$ cat config.mk
export PLATFORM = sky130hd
export DESIGN_NAME = jtnn_lane
export DESIGN_NICKNAME = d
export VERILOG_FILES = /design/src/hdl/jtnn_pkg.sv /design/src/hdl/jtnn_lane.sv
export SDC_FILE = /design/constraint.sdc
export NUM_CORES = 1
export LEC_CHECK = 0
export ABC_CLOCK_PERIOD_IN_PS = 15250
export BUFFER_PORTS_ARGS = -buffer_cell sky130_fd_sc_hd__buf_4
export CAP_MARGIN = 0
export CORE_ASPECT_RATIO = 1.2
export CORE_MARGIN = 1.5
export CORE_UTILIZATION = 50
export DETAILED_ROUTE_END_ITERATION = 10
export GPL_ROUTABILITY_DRIVEN = 1
export PLACE_DENSITY_LB_ADDON = 0.05
export SETUP_SLACK_MARGIN = 0.15
export SLEW_MARGIN = 20
export SYNTH_ARGS = -nofsm -noshare
export SYNTH_HDL_FRONTEND = slang
export SYNTH_SLANG_ARGS = --single-unit
$ cat constraint.sdc
create_clock -name i_clk -period 15.25 [get_ports i_clk]
set_clock_uncertainty 0.05 [all_clocks]
set_input_delay 1.525 -clock i_clk [delete_from_list [all_inputs] [get_ports i_clk]]
set_output_delay 1.525 -clock i_clk [all_outputs]
set_load 0.005 [all_outputs]
$ cat src/hdl/jtnn_pkg.sv
// ----------------------------------------------------------------------------
// jtnn_pkg
// Shared types, widths and codes for the joint tree nearest node block.
// ----------------------------------------------------------------------------
package jtnn_pkg;

    localparam int JOINTS        = 7;
    localparam int JOINT_W       = 16;
    localparam int IDX_W         = 12;
    localparam int SQ_W          = 32;
    localparam int SUM_W         = SQ_W + $clog2(JOINTS);
    localparam int ROOT_W        = (SUM_W + 1) / 2;
    localparam int DIST_W        = 16;
    localparam int COST_W        = 32;
    localparam int DEF_MAX_NODES = 4096;

    typedef logic signed [JOINT_W-1:0] t_joint;
    typedef t_joint [JOINTS-1:0]        t_joint_vec;
    typedef logic [SQ_W-1:0]            t_sq;
    typedef t_sq [JOINTS-1:0]           t_sq_vec;

    localparam logic [1:0] REQ_ROOT   = 2'd0;
    localparam logic [1:0] REQ_INSERT = 2'd1;
    localparam logic [1:0] REQ_QUERY  = 2'd2;

    localparam logic [1:0] ST_OK       = 2'd0;
    localparam logic [1:0] ST_FULL     = 2'd1;
    localparam logic [1:0] ST_BAD_PAR  = 2'd2;
    localparam logic [1:0] ST_EMPTY    = 2'd3;

    typedef enum logic [2:0] {
        S_IDLE,
        S_SCAN,
        S_DRAIN,
        S_COST,
        S_SQRT,
        S_FIN
    } t_state;

    typedef enum logic [1:0] {
        OP_ROOT,
        OP_INSERT,
        OP_QUERY,
        OP_IMM
    } t_op;

endpackage

$ cat src/hdl/jtnn_lane.sv
// ----------------------------------------------------------------------------
// jtnn_lane
// One joint lane: difference to the query and its registered square.
// ----------------------------------------------------------------------------
module jtnn_lane
    import jtnn_pkg::*;
(
    input  logic   i_clk,
    input  t_joint i_query,
    input  t_joint i_node,
    output t_sq    o_sq
);

    logic signed [JOINT_W:0] diff;
    logic signed [JOINT_W:0] mag;
    logic [JOINT_W-1:0]      mag_u;
    t_sq                     r_sq;

    always_comb begin
        diff  = (JOINT_W+1)'(i_query) - (JOINT_W+1)'(i_node);
        mag   = diff[JOINT_W] ? -diff : diff;
        mag_u = mag[JOINT_W-1:0];
    end

    always_ff @(posedge i_clk) begin
        r_sq <= SQ_W'(mag_u) * SQ_W'(mag_u);
    end

    assign o_sq = r_sq;

endmodule

==> reports/results.ini <==
[grt]
first_global_vias=7325
overflow=0
grt_antenna_before_repair=0
grt_max_degree=20
grt_use_total=0.228
grt_pass1_wl_mm=34.5

[timing]
max_freq_mhz=88.9
slew_headroom=0.326
period_needed_ns=11.25
tns_ns=0
setup_violations=0
finalCritPeriodShare=0.738
rsz0062_at_grt=false
tightestPinTransition_ns=1.01
drv_slew=0
hold_violations=0

[yosys]
seq_area_frac_synth=0.0681
ys.flop_type=dfxtp_1
synth.avg_cell_area_sq_um=8.82
yosysWarnings=0
synth_seq_cells=31
ys_types=67
synthCells=1033
synthesis.area_sq_um=9110
syn_nets=1343
async_reset_ff_frac=0
synth-edff-count=0

[cells_and_area]
area_growth_pct=9.67
largest_reg_flops=31
finish.utilization=0.564
drive_above_1_share=0.103
layout_commonest_cell=inv_1
final_cell_mix=inv_1, fa_1, ha_1
fill_cells=1637
layout.nets=1402
n_antenna_cell=0

[worst_setup_path]
crit_type=input port to flip-flop
slowest_delay_ns=0.81
critPathCaptureType=flip-flop
cp_max_fo=19
startpoint_type=input port
crit_slowest_cell=xor2_1
worst_path_most_repeated_cell=fa_1
cp_data_required_time_ns=15.39
crit_start=i_query[5]
crit_arrival_ns=11.39

[die]
die_y_microns=151
io_pins=65
dieArea_sq_um=19000
start_util=0.514
num_rows=53
coreArea_sq_um=17700
die_w_microns=126

[min_path]
hold_class=input port to flip-flop
min_from=i_node[1]

[placement]
dp_hpwl_mm=16.4
io_buffers=63
globalplace.congestion=0.828

[detailed_routing]
vias_per_cell=5.08
drc=0
antenna_left=0
routed_wl_mm=19.2
drtPass1Iterations=4
via_count=6666
wl_per_cell_microns=14.6
dr.first_iter.drc_count=213

[clocking]
root_buffer=clkbuf_16
clock-sinks=31
cts_hold_buf=0
path_clk_slew_ns=0.07
cts_setup_buffers=0
cts_tree=done
cts_max_level=2
cts_buffers=5
ctsResizeCount=0
clockBufferDepth=2

[run]
maxCapViolations=0

[run_status]
outcome=complete, no violations

-- kinds of logic after synthesis --
logic type | Yosys count | share of synthesized area
buffers and inverters | 293 | 0.126
adders and majority gates | 277 | 0.518
and+or+nand+nor | 240 | 0.127
AOI/OAI and AO/OA | 133 | 0.102
xor gates and xnor gates | 58 | 0.0582
DFF | 31 | 0.0681
other | 1 | 0.000412
-- metrics by stage --
| stage | area (sq um) | setup WS [ns] | hold slack, ns | cells |
|---|---|---|---|---|
| after global placement | 9820 | 3.89 | 1.85 | 1305 |
| after detailed placement | 9820 | 3.85 | 1.85 | 1305 |
| final | 9990 | 4.00 | 1.98 | 1313 |
| after CTS | 9990 | 4.11 | 1.97 | 1313 |
| after floorplan | 9110 | 5.47 | 1.76 | 1033 |
| after global routing | 9990 | 3.35 | 2.10 | 1313 |
-- metal layers --
metal / vias to the layer above / global-route usage / wire, microns
met4: 0 / 0.0454 / 216
met1: 3258 / 0.285 / 8480
li1: 3305 / - / -
met2: 91 / 0.429 / 10000
met3: 12 / 0.0223 / 493
met5: - / 0 / 0
-- worst paths after layout --
kind	end	slack [ns]	depth (start not counted)
min	o_sq[2]	1.98	6
max	o_sq[31]	4.00	32
-- synthesized netlist by cell type, types with 6 or more instances --
cell type	number	area share
a211oi_1	6	0.0049
a21o_1	18	0.015
a21oi_1	33	0.018
a31oi_1	8	0.0055
and2_1	23	0.016
buf_2	9	0.0049
clkbuf_1	6	0.0025
dfxtp_1	31	0.068
fa_1	167	0.37
ha_1	110	0.15
inv_1	265	0.11
inv_2	7	0.0029
nand2_1	81	0.033
nand2b_1	8	0.0055
nand3_1	7	0.0038
nor2_1	67	0.028
nor2b_1	10	0.0069
nor3_1	8	0.0044
o21a_1	8	0.0066
o21ai_0	19	0.010
xnor2_1	37	0.036
xor2_1	18	0.017
-- area by class of cell --
type | count | area [sq um] | area share
tap | 220 | 275 | 0.0276
multi-input combinational | 709 | 7350 | 0.736
clock inverter | 2 | 35.0 | 0.00351
timing repair buffer | 73 | 548 | 0.0549
clock buffer | 6 | 139 | 0.0139
inverter | 272 | 1020 | 0.102
sequential | 31 | 621 | 0.0621
-- critical path, delay by kind of cell --
family	cells	cell delay, ns
AO/OA/AOI/OAI	11	2.76
buffers and inverters	6	0.93
XOR/XNOR	2	0.95
AND/OR/NAND/NOR	5	1.61
adder cells (fa/ha/maj)	8	3.61
Power is left out: the tool's default activity adds up to more than one toggle a clock period on the data nets, which glitch-free logic cannot reach.
