===== config.mk =====
export PLATFORM = sky130hd
export DESIGN_NAME = jtnn_sqrt
export DESIGN_NICKNAME = d
export VERILOG_FILES = /design/src/hdl/jtnn_pkg.sv /design/src/hdl/jtnn_sqrt.sv
export SDC_FILE = /design/constraint.sdc
export NUM_CORES = 1
export LEC_CHECK = 0
export ABC_AREA = 1
export BUFFER_PORTS_ARGS = -buffer_cell sky130_fd_sc_hd__buf_2
export CAP_MARGIN = 20
export CELL_PAD_IN_SITES_DETAIL_PLACEMENT = 2
export CELL_PAD_IN_SITES_GLOBAL_PLACEMENT = 2
export CORE_ASPECT_RATIO = 1.75
export CORE_MARGIN = 2
export CORE_UTILIZATION = 25
export DETAILED_ROUTE_END_ITERATION = 10
export GPL_ROUTABILITY_DRIVEN = 0
export PLACE_DENSITY = 0.76
export SETUP_SLACK_MARGIN = 0.3
export SLEW_MARGIN = 10
export SYNTH_ARGS = -nofsm -noshare
export SYNTH_HDL_FRONTEND = slang
export SYNTH_SLANG_ARGS = --single-unit

===== constraint.sdc =====
create_clock -name i_clk -period 2.48 [get_ports i_clk]
set_input_delay 0.496 -clock i_clk [delete_from_list [all_inputs] [get_ports i_clk]]
set_output_delay 0.496 -clock i_clk [all_outputs]
set_load 0.1 [all_outputs]

===== src/hdl/jtnn_pkg.sv =====
// ----------------------------------------------------------------------------
// jtnn_pkg
// Shared types, widths and codes for the joint tree nearest node block.
// ----------------------------------------------------------------------------
package jtnn_pkg;

    localparam int JOINTS        = 7;
    localparam int JOINT_W       = 16;
    localparam int IDX_W         = 12;
    localparam int SQ_W          = 32;
    localparam int SUM_W         = SQ_W + $clog2(JOINTS);
    localparam int ROOT_W        = (SUM_W + 1) / 2;
    localparam int DIST_W        = 16;
    localparam int COST_W        = 32;
    localparam int DEF_MAX_NODES = 4096;

    typedef logic signed [JOINT_W-1:0] t_joint;
    typedef t_joint [JOINTS-1:0]        t_joint_vec;
    typedef logic [SQ_W-1:0]            t_sq;
    typedef t_sq [JOINTS-1:0]           t_sq_vec;

    localparam logic [1:0] REQ_ROOT   = 2'd0;
    localparam logic [1:0] REQ_INSERT = 2'd1;
    localparam logic [1:0] REQ_QUERY  = 2'd2;

    localparam logic [1:0] ST_OK       = 2'd0;
    localparam logic [1:0] ST_FULL     = 2'd1;
    localparam logic [1:0] ST_BAD_PAR  = 2'd2;
    localparam logic [1:0] ST_EMPTY    = 2'd3;

    typedef enum logic [2:0] {
        S_IDLE,
        S_SCAN,
        S_DRAIN,
        S_COST,
        S_SQRT,
        S_FIN
    } t_state;

    typedef enum logic [1:0] {
        OP_ROOT,
        OP_INSERT,
        OP_QUERY,
        OP_IMM
    } t_op;

endpackage


===== src/hdl/jtnn_sqrt.sv =====
// ----------------------------------------------------------------------------
// jtnn_sqrt
// Restoring integer square root, one result bit per cycle.
// ----------------------------------------------------------------------------
module jtnn_sqrt
    import jtnn_pkg::*;
(
    input  logic              i_clk,
    input  logic              i_rst_n,
    input  logic              i_start,
    input  logic [SUM_W-1:0]  i_operand,
    output logic              o_busy,
    output logic [ROOT_W-1:0] o_root
);

    localparam int CNT_W = $clog2(ROOT_W + 1);

    logic [2*ROOT_W-1:0] r_x;
    logic [ROOT_W+1:0]   r_rem;
    logic [ROOT_W-1:0]   r_root;
    logic [CNT_W-1:0]    r_cnt;
    logic [ROOT_W+3:0]   rem_sh;
    logic [ROOT_W+3:0]   trial;
    logic                take;

    always_comb begin
        rem_sh = {r_rem, r_x[2*ROOT_W-1 -: 2]};
        trial  = (ROOT_W+4)'({r_root, 2'b01});
        take   = rem_sh >= trial;
    end

    always_ff @(posedge i_clk) begin
        if (!i_rst_n) begin
            r_cnt <= '0;
        end else if (i_start) begin
            r_cnt <= CNT_W'(ROOT_W);
        end else if (r_cnt != '0) begin
            r_cnt <= r_cnt - 1'b1;
        end
        if (i_start) begin
            r_x    <= (2*ROOT_W)'(i_operand);
            r_rem  <= '0;
            r_root <= '0;
        end else if (r_cnt != '0) begin
            r_x    <= {r_x[2*ROOT_W-3:0], 2'b00};
            r_rem  <= take ? (ROOT_W+2)'(rem_sh - trial) : (ROOT_W+2)'(rem_sh);
            r_root <= {r_root[ROOT_W-2:0], take};
        end
    end

    assign o_busy = r_cnt != '0;
    assign o_root = r_root;

endmodule


==> summary.txt <==
Synthesis
  – Ranking of synthesized cells by area: edfxtp_1, nand2_1, dfxtp_1, inv_1, ha_1
  – Mapped Area: 4520 sq um
  – Register area share after synthesis: 0.427
  – Syn nets: between 600 and 700
  – Post-synth EDFFs: 35
  – Syn Inst Count: around 630
  – Area share of the largest cell type after synthesis: 0.232
  – Area leader, netlist: edfxtp_1
  – Post-synth cell types: 33
  – Synth warnings: 0
  – Flops & latches, synth: just under 80
  – Avg Cell Area, Syn: between 7 and 8 sq um
  – Ys async rst share: 0
  – Most used DFF post-synth: dfxtp_1

Global routing
  – Total gr overflow: 0
  – Tot GR Track Use: 0.176
  – Pin count of the biggest net entering global routing: just over 40
  – Vias in the first global route: ~5000
  – Antenna violations before repair: 0
  – First-pass GRT wire length: between 20000 and 30000 microns

Cells and area
  – Share of layout cells above drive strength 1: 0.228
  – Post-Layout Cell Count: 939
  – Fill cells: 2125
  – NumNets Final: between 700 and 800
  – ANT cells: 0
  – Commonest cells after routing, fill and taps aside: nand2_1, inv_1, buf_2
  – Area delta synth->final: 31.4%
  – Cell area after layout: 5940 sq um
  – Most common cell after layout, fill and taps aside: nand2_1

Die
  – Num rows: 65
  – Core area: between 15000 and 20000 sq um
  – Die area: roughly 19000 sq um
  – Die width: about 110 microns
  – Starting Density: 0.253
  – Number of I/O pins: 57
  – Die Height: 182 microns

STA
  – Setup TNS Final: 0 ps
  – RSZ-0062 raised after global routing: yes
  – Endpoints failing setup: 0
  – Fin. Hold Viols: 0
  – Fin. max-slew vios: 0
  – Peak Freq: roughly 460 MHz
  – Hold WS: 398 ps
  – Worst relative slew slack: 0.643
  – Final WS setup: approximately 290 ps
  – Worst Clk Skew: ~12 ps
  – Fin crit share: 0.884
  – Post-layout min period: roughly 2200 ps
  – Slew @ Worst Pin: 540 ps

Worst setup path
  – Nature of the critical path endpoint: flip-flop
  – Maximum net fanout on the critical path: 10
  – Setup crit start kind: flip-flop
  – Critical path class: reg2reg
  – Worst EP arrival: ~2500 ps
  – Req. time, crit path: approximately 2800 ps

Power and ir drop
  – Peak supply drop: between 0.3 and 0.4 mV
  – Leakage: 0.00286 uW
  – Power Density: approximately 1400 nW/um^2

Status
  – Outcome: finished clean

Place
  – DP Worst Slack: 85.7 ps
  – Cells after DPL: between 900 and 1000
  – HPWL after detailed placement: ~12000 microns
  – IO buf count: 56
  – Placed Area: around 5200 sq um

Route
  – Wire per inst: ~18 microns
  – Routed vias/inst: between 4 and 5
  – Vias: ~4500
  – Residual DRC: 0
  – Final wirelength: 17100 microns
  – Final ANT Viol Nets: 0
  – First-pass DRT Iterations: 4
  – DRT iter0 DRCs: ~190

Clock tree
  – Clk_lat worst skew: 350 ps
  – Clk pin slew, worst setup/hold paths: roughly 60 ps
  – H-Tree Depth: 3
  – Cts hold-fix bufs: 0
  – Clock sinks: 79
  – CTS tree: built
  – Max clock buf depth: 2
  – Clock root cell: clkbuf_16
  – Cts bufs inserted: 9

Flow run
  – Max-cap violations: 0

Worst hold path
  – Min-Delay Path Class: in2reg
[synthesized netlist by cell type, types with 3 or more instances]
cell and instances:
o21ai_0 7, clkbuf_1 10, xnor2_1 8, nor2_1 24
nand3_1 55, a21oi_1 16, buf_2 4, ha_1 22
nor3_1 7, nand3b_1 7, edfxtp_1 35, nand2_1 244
inv_1 90, dfxtp_1 44, o21ai_1 9, nor2_2 3
o22ai_1 18
[critical path, cell delays in order, from the launching register on]
cell and delay (ps):
dfxtp_4 340, inv_1 60, ha_1 400, nand2_1 150
nor2_1 240, inv_1 140, nor2_4 250, buf_12 150
nand2_4 100, nand3b_1 110, nand3_1 100, nand2_1 80
[area by class of cell]
class | count | area (sq um) | share of cell area
clock buffers | 9 | 225 | 0.0379
clock inverters | 7 | 97.6 | 0.0164
inverters | 93 | 353 | 0.0594
multi-input cells | 441 | 2490 | 0.419
flip-flops and latches | 79 | 2000 | 0.337
well taps | 234 | 293 | 0.0493
repair buffers | 76 | 483 | 0.0812
[repair_timing]
item,in CTS,in global routing
pin swaps,4,7
buffers inserted,4,6
cloned,2,1
endpoints found under the setup margin,59,23
resized for setup,24,28
[cells by family (layout without fill, tap and decap cells)]
group / after synthesis / in the layout / share of synthesized area
flip-flops: 79 / 79 / 0.427
buffers and inverters: 110 / 185 / 0.0957
AO/OA/AOI/OAI: 56 / 56 / 0.0708
adder cells (fa/ha/maj): 22 / 22 / 0.0608
XOR/XNOR: 10 / 10 / 0.0194
AND/OR/NAND/NOR: 350 / 353 / 0.326
[routing by layer]
metal / vias to the layer above / track usage / routed length, microns
li1: 2152 / - / -
met1: 2167 / 0.167 / 6070
met2: 100 / 0.348 / 9860
met3: 39 / 0.0273 / 469
met4: 0 / 0.101 / 733
met5: - / 0 / 0
[final timing paths]
path	from	endpoint	slack (ps)	cells past startpoint
worst max-delay path	o_root[15]	r_rem[15]	290	11
worst min-delay path	i_rst_n	r_cnt[4]	400	3
worst max register to register	o_root[15]	r_rem[15]	290	11
worst min register to register	r_rem[19]	r_rem[19]	470	2
[sequential cells by signal, indices dropped and copies added, names as in the netlist]
signal	cells
o_root	18
r_x	36
r_rem	20
r_cnt	5
[power by group]
part | switching, uW | internal [uW]
Clock | 610 | 885
Sequential | 198 | 1630
Combinational | 3170 | 1680
[through the flow]
step,total power (uW),util
2_1_floorplan,4590,-
3_5_place_dp,5700,0.290
3_3_place_gp,5560,0.290
5_1_grt,8720,0.332
4_1_cts,7730,0.318
6_report,8170,0.332
No activity file was read; power rests on OpenSTA's default activity.
