## config.mk

```make
export PLATFORM = sky130hd
export DESIGN_NAME = jtnn_merge
export DESIGN_NICKNAME = d
export VERILOG_FILES = /design/src/hdl/jtnn_pkg.sv /design/src/hdl/jtnn_merge.sv
export SDC_FILE = /design/constraint.sdc
export NUM_CORES = 1
export LEC_CHECK = 0
export ABC_AREA = 0
export BUFFER_PORTS_ARGS = -buffer_cell sky130_fd_sc_hd__buf_2
export CORE_UTILIZATION = 48
export CTS_CLUSTER_SIZE = 14
export DETAILED_ROUTE_END_ITERATION = 10
export PLACE_DENSITY = 0.82
export RECOVER_POWER = 25
export SYNTH_ARGS = -nofsm -noshare
export SYNTH_HDL_FRONTEND = slang
export SYNTH_SLANG_ARGS = --single-unit
export TNS_END_PERCENT = 20
```

## constraint.sdc

```tcl
create_clock -name i_clk -period 4.8 [get_ports i_clk]
set_input_delay 0.48 -clock i_clk [delete_from_list [all_inputs] [get_ports i_clk]]
set_output_delay 0.48 -clock i_clk [all_outputs]
set_load 0.05 [all_outputs]
```

## src/hdl/jtnn_pkg.sv

```systemverilog
// ----------------------------------------------------------------------------
// jtnn_pkg
// Shared types, widths and codes for the joint tree nearest node block.
// ----------------------------------------------------------------------------
package jtnn_pkg;

    localparam int JOINTS        = 7;
    localparam int JOINT_W       = 16;
    localparam int IDX_W         = 12;
    localparam int SQ_W          = 32;
    localparam int SUM_W         = SQ_W + $clog2(JOINTS);
    localparam int ROOT_W        = (SUM_W + 1) / 2;
    localparam int DIST_W        = 16;
    localparam int COST_W        = 32;
    localparam int DEF_MAX_NODES = 4096;

    typedef logic signed [JOINT_W-1:0] t_joint;
    typedef t_joint [JOINTS-1:0]        t_joint_vec;
    typedef logic [SQ_W-1:0]            t_sq;
    typedef t_sq [JOINTS-1:0]           t_sq_vec;

    localparam logic [1:0] REQ_ROOT   = 2'd0;
    localparam logic [1:0] REQ_INSERT = 2'd1;
    localparam logic [1:0] REQ_QUERY  = 2'd2;

    localparam logic [1:0] ST_OK       = 2'd0;
    localparam logic [1:0] ST_FULL     = 2'd1;
    localparam logic [1:0] ST_BAD_PAR  = 2'd2;
    localparam logic [1:0] ST_EMPTY    = 2'd3;

    typedef enum logic [2:0] {
        S_IDLE,
        S_SCAN,
        S_DRAIN,
        S_COST,
        S_SQRT,
        S_FIN
    } t_state;

    typedef enum logic [1:0] {
        OP_ROOT,
        OP_INSERT,
        OP_QUERY,
        OP_IMM
    } t_op;

endpackage

```

## src/hdl/jtnn_merge.sv

```systemverilog
// ----------------------------------------------------------------------------
// jtnn_merge
// Sum the lane squares and keep the strictly smallest sum seen so far.
// ----------------------------------------------------------------------------
module jtnn_merge
    import jtnn_pkg::*;
#(
    parameter int AW = 12
) (
    input  logic             i_clk,
    input  logic             i_rst_n,
    input  logic             i_clear,
    input  logic             i_valid,
    input  logic [AW-1:0]    i_idx,
    input  t_sq_vec          i_sq,
    output logic             o_busy,
    output logic [AW-1:0]    o_best_idx,
    output logic [SUM_W-1:0] o_best_sq
);

    logic [SUM_W-1:0] sum;
    logic             r_valid;
    logic [AW-1:0]    r_idx;
    logic [SUM_W-1:0] r_sum;
    logic             r_have;
    logic [AW-1:0]    r_best_idx;
    logic [SUM_W-1:0] r_best_sq;

    always_comb begin
        sum = '0;
        for (int j = 0; j < JOINTS; j++) begin
            sum = sum + SUM_W'(i_sq[j]);
        end
    end

    always_ff @(posedge i_clk) begin
        if (!i_rst_n) begin
            r_valid <= 1'b0;
            r_have  <= 1'b0;
        end else begin
            r_valid <= i_valid;
            if (i_clear) begin
                r_have <= 1'b0;
            end else if (r_valid) begin
                r_have <= 1'b1;
            end
        end
        r_idx <= i_idx;
        r_sum <= sum;
        // replace only on strictly smaller, so the lowest index wins ties
        if (r_valid && (!r_have || r_sum < r_best_sq)) begin
            r_best_idx <= r_idx;
            r_best_sq  <= r_sum;
        end
    end

    assign o_busy     = r_valid;
    assign o_best_idx = r_best_idx;
    assign o_best_sq  = r_best_sq;

endmodule

```

==> impl_summary.log <==
[metrics] effective utilization at floorplan: 0.491
[metrics] placer's final routability congestion estimate: 0.852
[metrics] max-slew violations: 0
[metrics] remaining routing DRC violations: 0
[metrics] Antenna Cells: 0
[metrics] CP Class: input pin to flop
[metrics] worst hold-check path type: input pin to flop
[metrics] relative area change from synthesis to final layout: 24.0%
[metrics] Static Leakage: 6.69 nW
[metrics] total half-perimeter wirelength after legalization and detailed placement: between 15000 and 20000 µm
[metrics] minimum period implied by the final worst setup slack: 4620 ps
[metrics] placement row count: 51
[metrics] Clock Path Buffers: 2
[metrics] Post-DRT Antenna Nets: 0
[metrics] endpoint required time on the critical path: 5020 ps
[metrics] worst ir drop on vdd: 371 µV
[metrics] number of hold-slack violations in the final timing report: 0
[metrics] vias after detailed routing: about 7100
[metrics] post-synth net total: 1432
[metrics] TritonCTS Buffers: 9
[metrics] Clock Tree Root: clkbuf_16
[metrics] minimum setup slack in the final design: 182 ps
[metrics] number of H-tree levels: 3
[metrics] number of cells traversed by the worst hold path: 1
[metrics] maximum clock frequency: 0.217 GHz
[metrics] post-synthesis cell type with the largest combined area: fa_1
[metrics] summed instance area of the synthesized netlist: between 0.009 and 0.01 mm²
[metrics] total of flip-flops plus latches after synthesis: 96
[metrics] num ports: 288
[metrics] Yosys warning count: 0
[metrics] Cell variety after synth: 55
[metrics] number of buffers inserted for hold repair after clock tree synthesis: 0
[metrics] top-count cell post-synth: inv_1
[metrics] FILL cells: 1601
[metrics] antenna violations before repair: 0
[metrics] top-area cell type share of the netlist area: 0.331
[metrics] synthesized area per cell: 9.92 µm²
[metrics] chip width: 143 µm
[metrics] cell count after synthesis: 963
[metrics] number of port buffers: about 290
[metrics] most numerous cell types in the synthesized netlist: inv_1, fa_1, ha_1
[metrics] sum of overflow across all layers after global routing: 0
[metrics] clock-pin slew of the registers on the worst-case setup and hold paths: 70 ps
[metrics] layout cell share with drive strength beyond 1: 0.273
[metrics] clock latency of the later-clocked register in the worst-skew pair: 330 ps
[metrics] actual slew at the worst max-slew pin: 772 ps
[metrics] r2r worst-path depth: 8
[metrics] async set or reset register ratio after synthesis: 0
[metrics] number of global-route vias before repair: approximately 7400
[metrics] outcome: complete, no violations
[metrics] Final nets: 1753
[metrics] total wirelength of the detailed-routed design: roughly 19000 µm
[metrics] global-route wire length before repair: 31600 µm
[metrics] violation count after the first detailed-route iteration: between 200 and 300
[metrics] max-capacitance violation count: 0
[metrics] total iterations of the first detailed-routing run: 4
[metrics] Via-to-Cell Ratio: roughly 4.6
[metrics] CTS tree: yes
[metrics] Setup crit start kind: input pin
[metrics] primary flip-flop cell chosen by synthesis mapping: dfxtp_1
[metrics] relative slew slack: 0.472
[metrics] final routed wire length divided by cell count: 12.1 µm
[metrics] Die Span Y: 143 µm
[metrics] GR Util All Layers: 0.193
[metrics] sequential fraction of the synthesis area: 0.251
[metrics] area of the core region: 0.0195 mm²
[metrics] Clock Sinks: between 90 and 100
[metrics] power density over cell area: 745 mW/mm²
[metrics] minimum setup slack after placement: -246 ps
[metrics] cell types occupying the most area after synthesis: fa_1, inv_1, edfxtp_1, dfxtp_1, ha_1
[metrics] RSZ-0062 raised after global routing: true
[metrics] worst hold slack after final layout: 252 ps
[metrics] endpoint kind of the worst setup timing path: flop
[metrics] Final Cycle Share: 0.962
[metrics] peak fanout along the critical path: 4
[metrics] area enclosed by the die boundary: 0.0205 mm²
[metrics] maximum number of pins on one net before global-route repair: 44
[metrics] worst endpoint data arrival time: 4830 ps
[metrics] setup violation total in the final timing report: 0
[metrics] clock skew after layout: 10.5 ps
[metrics] number of flops mapped to enable cells by yosys: 47
state kept, by name, indices dropped and copies added (netlist names):
register / count
o_best_sq: 35
r_sum: 35
o_best_idx: 12
r_idx: 12
o_busy: 1
r_have: 1
cell usage in the layout, fill, tap and decap left out, drive strengths merged, types with 2 or more instances in the layout:
cell type	n
nand2	16
nor3	4
xor2	11
nor4	2
a31oi	4
o21a	3
o21ai	19
nor2b	6
o211ai	4
nor2	24
inv	383
a21oi	39
xnor2	19
edfxtp	47
dfxtp	49
a221oi	2
o21bai	7
clkbuf	12
ha	71
and4	4
a21o	27
or3	2
buf	319
clkinv	2
a211oi	9
nor3b	2
and3	5
nand3	7
fa	158
nand4	11
o31ai	2
nand2b	5
kinds of logic after synthesis:
group / Yosys count / share of synthesized area
buf+inv: 390 / 0.155
fa+ha+maj: 229 / 0.424
compound gates: 128 / 0.0936
flops: 96 / 0.251
simple gates: 90 / 0.0494
xor+xnor: 30 / 0.0275
area by class of cell:
type | count | area (µm²) | area share
multi-input cells | 477 | 5700 | 0.481
flip-flops and latches | 96 | 2390 | 0.202
repair buffers | 319 | 1680 | 0.142
inverters | 381 | 1430 | 0.121
well taps | 265 | 332 | 0.0280
clock buffers | 12 | 279 | 0.0236
clock inverters | 4 | 31.3 | 0.00264
power by group:
part	switching, mW	total (mW)	leakage [nW]	internal, mW
logic	3.76	6.68	5.67	2.92
registers	0.141	1.43	0.862	1.29
clock network	0.292	0.710	0.154	0.418
metal layers:
layer  wire length (µm)  global-route usage
met3               1090              0.0285
met5                  0                   0
met2               9800               0.361
met4                631              0.0713
met1               7270               0.222
worst paths after layout:
kind	from	to	slack, ps
worst max-delay path	i_sq[3]	r_sum[28]	180
worst min-delay path	i_idx[11]	r_idx[11]	250
worst max register to register	o_best_sq[17]	o_best_idx[8]	1750
worst min register to register	r_idx[5]	o_best_idx[5]	400
metrics by stage:
step	cells	setup TNS, ps	utilization	area, µm²	power, mW
2_1_floorplan	963	0	-	9550	6.22
3_3_place_gp	1537	-661	0.592	11500	7.90
3_5_place_dp	1537	-1030	0.592	11500	8.10
4_1_cts	1553	0	0.608	11800	8.85
5_1_grt	1554	-16.1	0.608	11800	9.79
6_report	1554	0	0.608	11800	8.82
what timing repair did:
item | 4_1_cts | 5_1_grt
buffers inserted | 0 | 1
resized for setup | 0 | 1
endpoints found under the hold margin | 0 | 0
setup endpoints to repair | 0 | 5
worst max-delay path: stages:
cell,delay [ps]
buf_2,70
inv_1,40
fa_1,540
inv_1,60
fa_1,520
fa_1,560
inv_1,60
fa_1,510
inv_1,50
ha_1,330
o21ai_1,200
nor3b_2,80
o2111ai_1,370
a211oi_2,170
o22a_2,290
a311o_1,370
xor2_1,140
No activity file was read; power rests on OpenSTA's default activity.
